<file path="config.mk">
export PLATFORM = sky130hd
export DESIGN_NAME = clipped_colour_key_blit_core
export DESIGN_NICKNAME = d
export VERILOG_FILES = /design/src/rtl/ckb_pkg.sv /design/src/rtl/clipped_colour_key_blit_core.sv
export VERILOG_INCLUDE_DIRS = /design/src /design/src/rtl
export SDC_FILE = /design/constraint.sdc
export NUM_CORES = 1
export LEC_CHECK = 0
export BUFFER_PORTS_ARGS = -buffer_cell sky130_fd_sc_hd__buf_2
export CORE_MARGIN = 2
export CORE_UTILIZATION = 35
export CTS_CLUSTER_SIZE = 24
export DETAILED_ROUTE_END_ITERATION = 8
export GPL_TIMING_DRIVEN = 0
export HOLD_SLACK_MARGIN = 0.15
export PLACE_DENSITY_LB_ADDON = 0.3
export REMOVE_ABC_BUFFERS = 1
export SLEW_MARGIN = 20
export SYNTH_ARGS = -nofsm -noshare
export SYNTH_HDL_FRONTEND = slang
export SYNTH_SLANG_ARGS = --single-unit
export TNS_END_PERCENT = 100
</file>
<file path="constraint.sdc">
create_clock -name clk -period 5.5 [get_ports clk]
set_input_delay 0.825 -clock clk [delete_from_list [all_inputs] [get_ports clk]]
set_output_delay 0.825 -clock clk [all_outputs]
set_load 0.02 [all_outputs]
</file>
<file path="src/rtl/clipped_colour_key_blit_core_assert.svh">
// ----------------------------------------------------------------------------
// clipped_colour_key_blit_core_assert.svh
// Assertion macros for the colour key blit core.
// ----------------------------------------------------------------------------
`ifndef CLIPPED_COLOUR_KEY_BLIT_CORE_ASSERT_SVH
`define CLIPPED_COLOUR_KEY_BLIT_CORE_ASSERT_SVH

`ifndef SYNTHESIS
`define CKB_ASSERT_IMP(label, clk, rst_n, ante, cons) \
	label: assert property (@(posedge clk) disable iff (!rst_n) (ante) |-> (cons)) \
		else $error("ckb: assertion failed");
`define CKB_ASSERT_NXT(label, clk, rst_n, ante, cons) \
	label: assert property (@(posedge clk) disable iff (!rst_n) (ante) |=> (cons)) \
		else $error("ckb: assertion failed");
`else
`define CKB_ASSERT_IMP(label, clk, rst_n, ante, cons)
`define CKB_ASSERT_NXT(label, clk, rst_n, ante, cons)
`endif

`endif

</file>
<file path="src/rtl/ckb_pkg.sv">
// ----------------------------------------------------------------------------
// ckb_pkg
// Types and constants of the colour key blit core.
// ----------------------------------------------------------------------------
package ckb_pkg;

	localparam int MAX_DIM    = 4096;
	localparam int DIM_W      = $clog2(MAX_DIM);
	localparam int SIZE_W     = 13;
	localparam int CNT_W      = 13;
	localparam int POS_W      = 16;
	localparam int PIXEL_W    = 8;
	localparam int SHIFT_W    = 9;
	localparam int ADDR_W     = 24;
	localparam int CFG_IDX_W  = 3;
	localparam int CFG_DATA_W = 16;

	localparam logic [CNT_W-1:0]  COUNT_MAX      = '1;
	localparam logic [SIZE_W-1:0] DIM_LIMIT      = SIZE_W'(MAX_DIM);
	localparam logic [SIZE_W-1:0] DEST_WIDTH_RST  = 13'd320;
	localparam logic [SIZE_W-1:0] DEST_HEIGHT_RST = 13'd200;

	typedef enum logic [CFG_IDX_W-1:0] {
		REG_DEST_X       = 3'd0,
		REG_DEST_Y       = 3'd1,
		REG_DEST_WIDTH   = 3'd2,
		REG_DEST_HEIGHT  = 3'd3,
		REG_KEY_COLOUR   = 3'd4,
		REG_KEY_ENABLE   = 3'd5,
		REG_COLOUR_SHIFT = 3'd6
	} cfg_reg_t;

endpackage

</file>
<file path="src/rtl/clipped_colour_key_blit_core.sv">
// ----------------------------------------------------------------------------
// clipped_colour_key_blit_core
// Takes sprite pixels in row-major order (tuser marks end of row, tlast end
// of sprite) and emits one write request per pixel that lands inside the
// destination and is not keyed out: address row * dest_width + column and
// colour pixel + colour_shift. Negative placement clamps to zero. One pixel
// is taken every clock unless the output stalls; a request passes the input
// stage and the output register after the row * width multiply. The user
// must write registers only while no pixel is in flight; it is not enforced.
// ----------------------------------------------------------------------------
`include "clipped_colour_key_blit_core_assert.svh"

module clipped_colour_key_blit_core (
	input  logic                             clk,
	input  logic                             arst_n,
	input  logic                             cfg_wr_en,
	input  logic [ckb_pkg::CFG_IDX_W-1:0]    cfg_index,
	input  logic [ckb_pkg::CFG_DATA_W-1:0]   cfg_wdata,
	input  logic                             s_axis_tvalid,
	output logic                             s_axis_tready,
	input  logic [7:0]                       s_axis_tdata,  // [7:0] pixel
	input  logic                             s_axis_tuser,  // row_end
	input  logic                             s_axis_tlast,  // frame_end
	output logic                             m_axis_tvalid,
	input  logic                             m_axis_tready,
	output logic [31:0]                      m_axis_tdata   // [23:0] dest_address, [31:24] pixel_colour
);

	localparam int DIM_W  = ckb_pkg::DIM_W;
	localparam int SIZE_W = ckb_pkg::SIZE_W;
	localparam int CNT_W  = ckb_pkg::CNT_W;
	localparam int POS_W  = ckb_pkg::POS_W;
	localparam int SUM_W  = ckb_pkg::PIXEL_W + 2;
	localparam int PROD_W = DIM_W + SIZE_W;

	// configuration
	logic [POS_W-1:0]             dest_x_q;
	logic [POS_W-1:0]             dest_y_q;
	logic [SIZE_W-1:0]            dest_width_q;
	logic [SIZE_W-1:0]            dest_height_q;
	logic [ckb_pkg::PIXEL_W-1:0]  key_colour_q;
	logic                         key_enable_q;
	logic [ckb_pkg::SHIFT_W-1:0]  colour_shift_q;

	logic [CNT_W-1:0]             column_count_q;
	logic [CNT_W-1:0]             row_count_q;

	logic                         valid_s1;
	logic [DIM_W-1:0]             col_s1;
	logic [DIM_W-1:0]             row_s1;
	logic [ckb_pkg::PIXEL_W-1:0]  colour_s1;

	logic                         out_valid_q;
	logic [ckb_pkg::ADDR_W-1:0]   out_addr_q;
	logic [ckb_pkg::PIXEL_W-1:0]  out_colour_q;

	logic [POS_W-1:0]             origin_x;
	logic [POS_W-1:0]             origin_y;
	logic [POS_W:0]               col_full;
	logic [POS_W:0]               row_full;
	logic [SIZE_W-1:0]            w_lim;
	logic [SIZE_W-1:0]            h_lim;
	logic [SUM_W-1:0]             sum;
	logic                         in_dest;
	logic                         keyed;
	logic                         hit;
	logic                         out_ready;
	logic                         s1_ready;
	logic                         in_fire;
	logic [PROD_W-1:0]            prod;
	logic [PROD_W:0]              addr_full;

	always_ff @(posedge clk or negedge arst_n) begin
		if (!arst_n) begin
			dest_x_q       <= '0;
			dest_y_q       <= '0;
			dest_width_q   <= ckb_pkg::DEST_WIDTH_RST;
			dest_height_q  <= ckb_pkg::DEST_HEIGHT_RST;
			key_colour_q   <= '0;
			key_enable_q   <= 1'b0;
			colour_shift_q <= '0;
		end else if (cfg_wr_en) begin
			unique case (ckb_pkg::cfg_reg_t'(cfg_index))
				ckb_pkg::REG_DEST_X:       dest_x_q       <= cfg_wdata[POS_W-1:0];
				ckb_pkg::REG_DEST_Y:       dest_y_q       <= cfg_wdata[POS_W-1:0];
				ckb_pkg::REG_DEST_WIDTH:   dest_width_q   <= cfg_wdata[SIZE_W-1:0];
				ckb_pkg::REG_DEST_HEIGHT:  dest_height_q  <= cfg_wdata[SIZE_W-1:0];
				ckb_pkg::REG_KEY_COLOUR:   key_colour_q   <= cfg_wdata[ckb_pkg::PIXEL_W-1:0];
				ckb_pkg::REG_KEY_ENABLE:   key_enable_q   <= cfg_wdata[0];
				ckb_pkg::REG_COLOUR_SHIFT: colour_shift_q <= cfg_wdata[ckb_pkg::SHIFT_W-1:0];
				default: ;
			endcase
		end
	end

	// clamp placement and destination size
	assign origin_x = dest_x_q[POS_W-1] ? '0 : dest_x_q;
	assign origin_y = dest_y_q[POS_W-1] ? '0 : dest_y_q;
	assign w_lim    = (dest_width_q > ckb_pkg::DIM_LIMIT) ? ckb_pkg::DIM_LIMIT : dest_width_q;
	assign h_lim    = (dest_height_q > ckb_pkg::DIM_LIMIT) ? ckb_pkg::DIM_LIMIT : dest_height_q;

	assign col_full = {1'b0, origin_x} + (POS_W+1)'(column_count_q);
	assign row_full = {1'b0, origin_y} + (POS_W+1)'(row_count_q);
	assign in_dest  = (col_full < (POS_W+1)'(w_lim)) && (row_full < (POS_W+1)'(h_lim));

	// full sign-extended sum, so a negative or >255 result never matches the key
	assign sum   = SUM_W'(s_axis_tdata) + {colour_shift_q[ckb_pkg::SHIFT_W-1], colour_shift_q};
	assign keyed = key_enable_q && (sum == SUM_W'(key_colour_q));
	assign hit   = in_dest && !keyed;

	assign out_ready     = !out_valid_q || m_axis_tready;
	assign s1_ready      = !valid_s1 || out_ready;
	assign s_axis_tready = s1_ready;
	assign in_fire       = s_axis_tvalid && s1_ready;

	always_ff @(posedge clk or negedge arst_n) begin
		if (!arst_n) begin
			column_count_q <= '0;
			row_count_q    <= '0;
		end else if (in_fire) begin
			if (s_axis_tlast) begin
				column_count_q <= '0;
				row_count_q    <= '0;
			end else if (s_axis_tuser) begin
				column_count_q <= '0;
				if (row_count_q != ckb_pkg::COUNT_MAX)
					row_count_q <= row_count_q + 1'b1;
			end else if (column_count_q != ckb_pkg::COUNT_MAX) begin
				column_count_q <= column_count_q + 1'b1;
			end
		end
	end

	always_ff @(posedge clk or negedge arst_n) begin
		if (!arst_n) begin
			valid_s1    <= 1'b0;
			out_valid_q <= 1'b0;
		end else begin
			if (s1_ready)
				valid_s1 <= in_fire && hit;
			if (out_ready)
				out_valid_q <= valid_s1;
		end
	end

	always_ff @(posedge clk) begin
		if (in_fire) begin
			col_s1    <= col_full[DIM_W-1:0];
			row_s1    <= row_full[DIM_W-1:0];
			colour_s1 <= sum[ckb_pkg::PIXEL_W-1:0];
		end
	end

	assign prod      = row_s1 * w_lim;
	assign addr_full = {1'b0, prod} + (PROD_W+1)'(col_s1);

	always_ff @(posedge clk) begin
		if (out_ready && valid_s1) begin
			out_addr_q   <= ckb_pkg::ADDR_W'(addr_full);
			out_colour_q <= colour_s1;
		end
	end

	assign m_axis_tvalid = out_valid_q;
	assign m_axis_tdata  = {out_colour_q, out_addr_q};

	`CKB_ASSERT_IMP(a_ready_when_empty, clk, arst_n, !m_axis_tvalid, s_axis_tready)
	`CKB_ASSERT_IMP(a_s1_hit, clk, arst_n, valid_s1, ({1'b0, col_s1} < w_lim) && ({1'b0, row_s1} < h_lim))
	`CKB_ASSERT_NXT(a_row_clears, clk, arst_n, in_fire && s_axis_tlast, row_count_q == '0)
	`CKB_ASSERT_NXT(a_col_clears, clk, arst_n, in_fire && s_axis_tuser, column_count_q == '0)

endmodule
</file>
==> results of run 1 <==
## kinds of logic (layout without fill, tap and decap cells)
group | count (synthesis) | in the layout | share of synthesized area (%)
xor+xnor | 71 | 71 | 4.388
fa+ha+maj | 251 | 251 | 28.68
buf+inv | 243 | 379 | 6.445
flops | 168 | 168 | 31.97
compound gates | 142 | 142 | 6.825
simple gates | 426 | 426 | 15.50
mux | 78 | 78 | 6.189
## sequential cells by signal (all words and copies together), names as in the netlist
register / cells
colour_shift_q: 9
row_s1: 12
out_colour_q: 8
dest_height_q: 13
colour_s1: 8
valid_s1: 1
dest_x_q: 16
key_colour_q: 8
col_s1: 12
dest_width_q: 13
out_addr_q: 24
dest_y_q: 16
m_axis_tvalid: 1
column_count_q: 13
row_count_q: 13
key_enable_q: 1
## layer usage
metal  global-route usage, %  wire length, um  vias up
li1                        -                -     4804
met1                   21.71            15400     4964
met2                   26.98            15650      130
met3                   2.201              884       30
met4                   4.933              592        0
met5                       0                0        -
## power groups by stage
stage	sequential, uW	clock [uW]	combinational, uW
after floorplan	2120	0	4420
after global placement	2080	0	5570
after detailed placement	2090	0	5720
after CTS	2060	1300	7070
after global routing	2110	1350	9170
final	2070	1270	8240
## worst max-delay path: cells and delay by family, from the launching register on
kind / cells / cell delay [ns]
AO/OA/AOI/OAI: 4 / 0.88
XOR/XNOR: 1 / 0.10
adder cells (fa/ha/maj): 6 / 2.65
buffers and inverters: 5 / 0.34
flip-flops: 1 / 0.56
AND/OR/NAND/NOR: 4 / 0.79
## worst max-delay path by stage
stage                     startpoint              to  slack [ns]
floorplan           dest_width_q[12]  out_addr_q[20]       -0.18
global placement    dest_width_q[12]  out_addr_q[19]       -1.30
finish              dest_width_q[12]  out_addr_q[22]       -0.08
CTS                 dest_width_q[12]  out_addr_q[20]       -0.14
global route        dest_width_q[12]  out_addr_q[22]       -0.29
detailed placement  dest_width_q[12]  out_addr_q[19]       -1.34
## metrics by stage
stage	setup TNS (ns)	instances	instance area [um^2]	total power, uW
2_1_floorplan	-0.4607	1341	14030	6547
3_3_place_gp	-10.93	1933	15020	7656
3_5_place_dp	-11.99	1937	15110	7806
4_1_cts	-0.3804	2016	16580	10440
5_1_grt	-1.414	2040	17030	12620
6_report	-0.2198	2040	17030	11570
## timing repair
action / 4_1_cts / 5_1_grt
setup endpoints to repair: 17 / 9
pin swaps: 43 / 52
resized for setup: 94 / 74
buffers inserted: 47 / 24
## layout by cell type, fill, tap and decap left out, types with 8 or more instances in the layout
| cell | n |
|---|---|
| nor2b_4 | 12 |
| buf_6 | 13 |
| inv_2 | 23 |
| nor3_1 | 14 |
| nand2b_1 | 14 |
| edfxtp_1 | 64 |
| o21ai_0 | 23 |
| ha_1 | 108 |
| nand2_2 | 11 |
| nand3_1 | 13 |
| buf_2 | 66 |
| clkbuf_16 | 18 |
| ha_4 | 20 |
| buf_4 | 54 |
| o21a_1 | 10 |
| nor2b_1 | 30 |
| nand2_1 | 110 |
| and2_4 | 10 |
| nand4_1 | 16 |
| fa_2 | 12 |
| xnor2_1 | 46 |
| inv_1 | 182 |
| a21oi_1 | 34 |
| fa_1 | 111 |
| dfrtp_1 | 98 |
| xor2_1 | 24 |
| mux2_1 | 13 |
| a211oi_1 | 9 |
| and2_1 | 70 |
| nor2_1 | 69 |
| buf_12 | 8 |
| mux2_2 | 64 |
## layout make-up
class | instances | area, um^2
Clock buffer | 19 | 454.2
Clock inverter | 13 | 150.1
Fill cell | 3802 | 22790
Inverter | 205 | 769.5
Multi-Input combinational cell | 968 | 9399
Sequential cell | 168 | 4534
Tap cell | 525 | 656.9
Timing Repair Buffer | 142 | 1070
==> flow_summary_export.csv, run 1 <==
group,metric,value,unit
timing,finalCritPeriodShare,101.5,%
timing,holdWs,0.3159,ns
drt,viasPerCell,4.867,
drt,final_antenna_net_count,0,
synth,synth_top_flop_cell,"dfrtp_1",
run,drv_cap,0,
synth,synthTopCellsByArea,"dfrtp_1, fa_1, edfxtp_1",
drt,num_vias,9928,
cts,ctsLongestPathBuffers,2,
drt,wire_per_inst,15.94,um
synth,ys_ff_latch,168,
die,die_y,205.2,um
timing,tightest_slew,0.9277,ns
setup_path,crit_required,5.70,ns
global_route,grt.overflow.total,0,
timing,period_needed,5.582,ns
power,p_per_area,679.3,nW/um^2
timing,relSlewSlack,38.09,%
timing,fmax,0.1792,GHz
placed_design,gp_congestion,0.8407,
layout,final_core_util,42.77,%
outcome,failed_checks,"setup timing",
timing,slew_violations,0,
cts,holdBufCountCts,0,
setup_path,r2r_start,"dest_width_q[12]",
cts,cts_made_buffers,17,
die,core,39820,um^2
synth,synth.distinct_cells,70,
layout,final_layout_size_suffix_gt1_share,24.75,%
hold_path,min_path_type,"input pin to async pin",
power,ir_drop,0.0006112,V
power,p_leak,0.007786,uW
global_route,grt_pass1_vias,10240,
die,die_width,205.2,um
cts,root_buffer,"clkbuf_16",
die,start_util,35.59,%
timing,fin_ws,-0.08160,ns
setup_path,crit_path_end_kind,"flop",
setup_path,cp_cell_sequence,"nor2b_4, buf_12, and2_4, fa_1, inv_1, fa_1, inv_2, fa_1, fa_1, inv_1, fa_1, inv_2, ha_4, or3_4, nand2b_4, o221ai_4, o311ai_4, o21a_1, o41ai_2, xnor2_1",
synth,syn_area,14170,um^2
synth,synth_top_area_cell,"dfrtp_1",
global_route,antenna_found_initial,0,
drt,drt-total-wl,32.52,mm
power,switching_share,44.01,%
placed_design,io_buffers,67,
synth,post_synth.cell_area_avg,10.28,um^2
placed_design,dp_slack,-1.339,ns
layout,n_antenna_cell,0,
cts,clock_latency,0.45,ns
global_route,grt_max_degree,55,
die,die_area,42120,um^2
global_route,grt_first_pass_wirelength,53.35,mm
power,power_switching,5092,uW
setup_path,crit_type,"flop to flop",
timing,setup_viol,4,
synth,yosys_warnings,0,
power,pwr-share-comb,71.2,%
cts,htreeDepth,4,
drt,dr.pass1.iters,5,
setup_path,reg2reg_to,"out_addr_q[22]",
drt,drc,0,
cts,clk_pin_slew_worst_paths,0.08,ns
synth,synthTopCellsByCount,"inv_1, ha_1, fa_1",
synth,synth_edf_count,64,
drt,drt_iter0_markers,469,
global_route,grt_usage,16.12,%
outcome,status,"complete, but fails checks",
synth,synth_cells,1379,
setup_path,cpMaxStageDelayCell,"dfrtp_4",
power,intPower,6478,uW
layout,areaGrowthSynthToFinish,20.20,%
setup_path,worstPathMaxFanout,8,
power,seqPwrFrac,17.9,%
timing,rsz0062_at_grt,"true",
setup_path,cp.arrival,5.78,ns
placed_design,dpl.hpwl,23.97,mm
setup_path,rr_worst_depth,20,
layout,finalNetCount,1787,
setup_path,ff2ff_setup_slack,-0.08,ns
setup_path,critPathMostFrequentCell,"fa_1",
die,num_io_pins,68,
cts,cts.sinks,168,
synth,yosysSeqAreaShare,31.97,%
timing,finalHoldViolCount,0,
power,clkPwrFrac,10.9,%
cts,cts_tree,"built",
synth,yosys.cell_count.top_type,"inv_1",
setup_path,cp-start-kind,"flop",
synth,async_flop_share,61.90,%
synth,synth_top_area_share,17.48,%
setup_path,slowest_delay,0.56,ns
timing,skew,0.01366,ns
die,placementRows,73,
(Power assumes the default switching activity.)
==> run 2: changes to the inputs <==
--- a/config.mk
+++ b/config.mk
@@ -14,6 +14,7 @@
 export GPL_TIMING_DRIVEN = 0
 export HOLD_SLACK_MARGIN = 0.15
 export PLACE_DENSITY_LB_ADDON = 0.3
+export RECOVER_POWER = 25
 export REMOVE_ABC_BUFFERS = 1
 export SLEW_MARGIN = 20
 export SYNTH_ARGS = -nofsm -noshare
==> flow_summary_export.csv, run 2 (synthesized netlist as in run 1, its figures left out) <==
group,metric,value,unit
layout,reg_top3,"out_addr_q (24), dest_x_q (16), dest_y_q (16)",
placed_design,dpl.hpwl,23.97,mm
layout,layout.cells.most_common,"inv_1",
drt,drc,0,
setup_path,crit_path_end_kind,"flop",
die,num_io_pins,68,
drt,dr.pass1.iters,5,
global_route,grt.overflow.total,0,
timing,skew,0.01381,ns
die,die_width,205.2,um
placed_design,gp_congestion,0.8407,
setup_path,path_buf_inv,5,
hold_path,min_to,"out_colour_q[1]",
hold_path,hold_start,"colour_s1[1]",
timing,period_needed,5.579,ns
timing,finalSetupTns,-0.2100,ns
setup_path,crit_type,"flop to flop",
cts,root_buffer,"clkbuf_16",
placed_design,dp_slack,-1.339,ns
power,total_power,11570,uW
timing,slew_violations,54,
global_route,antenna_found_initial,0,
outcome,failed_checks,"capacitance limit, slew limit, setup timing",
cts,holdBufCountCts,0,
drt,viasPerCell,4.873,
power,p_leak,0.007781,uW
setup_path,cp-start-kind,"flop",
setup_path,critPathMostFrequentCell,"fa_1",
cts,ctsLongestPathBuffers,2,
layout,final-seq-area,4534,um^2
cts,cts_made_buffers,17,
setup_path,cpMaxStageDelayCell,"dfrtp_4",
die,die_area,42120,um^2
layout,n_antenna_cell,0,
setup_path,ff2ff_setup_slack,-0.08,ns
setup_path,crit_required,5.70,ns
power,p_per_area,679.3,nW/um^2
cts,clk_pin_slew_worst_paths,0.08,ns
layout,areaGrowthSynthToFinish,20.15,%
hold_path,hold_depth,0,
drt,num_vias,9940,
setup_path,reg2reg_to,"out_addr_q[22]",
timing,relSlewSlack,-103.2,%
global_route,grt_pass1_vias,10240,
setup_path,cp_top_family,"adder cells",
setup_path,r2r_start,"dest_width_q[12]",
drt,final_antenna_net_count,0,
drt,wire_per_inst,15.95,um
layout,layout_common_cells,"inv_1, fa_1, nand2_1",
layout,final_layout_size_suffix_gt1_share,24.69,%
layout,top_register,"out_addr_q",
cts,htreeDepth,4,
run,drv_cap,1,
layout,final_cells,2040,
cts,cts_tree,"built",
drt,drt-total-wl,32.53,mm
timing,rsz0062_at_grt,"true",
timing,holdWs,0.4226,ns
power,ir_drop,0.0006095,V
setup_path,slowest_delay,0.56,ns
global_route,grt_max_degree,55,
outcome,status,"complete, but fails checks",
cts,cts.sinks,168,
setup_path,cp.arrival,5.78,ns
layout,multiInputGateArea,9399,um^2
placed_design,numPlacedInstances,1937,
setup_path,rr_worst_depth,20,
global_route,grt_first_pass_wirelength,53.35,mm
layout,finalNetCount,1787,
die,core,39820,um^2
placed_design,io_buffers,67,
layout,largest_reg_flops,24,
setup_path,cp_cell_sequence,"nor2b_4, buf_12, and2_4, fa_1, inv_1, fa_1, inv_2, fa_1, fa_1, inv_1, fa_1, inv_2, ha_4, or3_4, nand2b_4, o221ai_4, o311ai_4, o21a_1, o41ai_2, xnor2_1",
timing,fmax,0.1792,GHz
die,placementRows,73,
die,die_y,205.2,um
layout,fill_cells,3804,
timing,finalHoldViolCount,0,
timing,finalCritPeriodShare,101.4,%
timing,tightest_slew,3.049,ns
timing,fin_ws,-0.07912,ns
timing,setup_viol,4,
hold_path,min_path_type,"flop to flop",
global_route,grt_usage,16.12,%
setup_path,worstPathMaxFanout,8,
cts,clock_latency,0.45,ns
drt,drt_iter0_markers,471,
die,start_util,35.59,%
-- run 2: worst reg2reg max path, stage by stage (launching register included) --
cell and delay (ns):
dfrtp_4 0.56, nor2b_4 0.08, buf_12 0.14, and2_4 0.16, fa_1 0.51, inv_1 0.05, fa_1 0.50, inv_2 0.05
fa_1 0.45, fa_1 0.50, inv_1 0.05, fa_1 0.54, inv_2 0.05, ha_4 0.15, or3_4 0.40, nand2b_4 0.16
o221ai_4 0.21, o311ai_4 0.15, o21a_1 0.25, o41ai_2 0.27, xnor2_1 0.10
-- run 2: per-layer routing --
layer	wire (um)	share of wire (%)	track usage, %
met1	15260	47	21.71
met2	15610	48	26.98
met3	971	3.0	2.201
met4	690	2.1	4.933
met5	0	0	0
-- run 2: repair_timing --
item | CTS | global route
setup endpoints to repair | 17 | 9
buffers inserted | 47 | 24
pin swaps | 43 | 52
endpoints found under the hold margin | 0 | 0
resized for setup | 94 | 74
-- run 2: worst max-delay path by stage --
stage / start / endpoint / cells after the start
floorplan: dest_width_q[12] / out_addr_q[20] / 20
global placement: dest_width_q[12] / out_addr_q[19] / 18
detailed placement: dest_width_q[12] / out_addr_q[19] / 18
CTS: dest_width_q[12] / out_addr_q[20] / 20
global route: dest_width_q[12] / out_addr_q[22] / 21
finish: dest_width_q[12] / out_addr_q[22] / 20
-- run 2: layout make-up --
class                   count  share of cell area (%)
repair buffers            142                   6.239
multi-input cells         968                   55.20
well taps                 525                   3.858
clock inverters            13                  0.8818
inverters                 205                   4.519
clock buffers              19                   2.668
flip-flops and latches    168                   26.63
-- run 2: per-stage QoR --
step / cell area, um^2 / utilization [%]
after floorplan: 14030 / -
after global placement: 15020 / 37.72
after detailed placement: 15110 / 37.94
after CTS: 16580 / 41.65
after global routing: 17030 / 42.75
final: 17030 / 42.75
-- run 2: power by group --
part	total [uW]	internal, uW	switching [uW]
sequential	2070	1850	214
clock	1270	674	591
combinational	8240	3950	4280
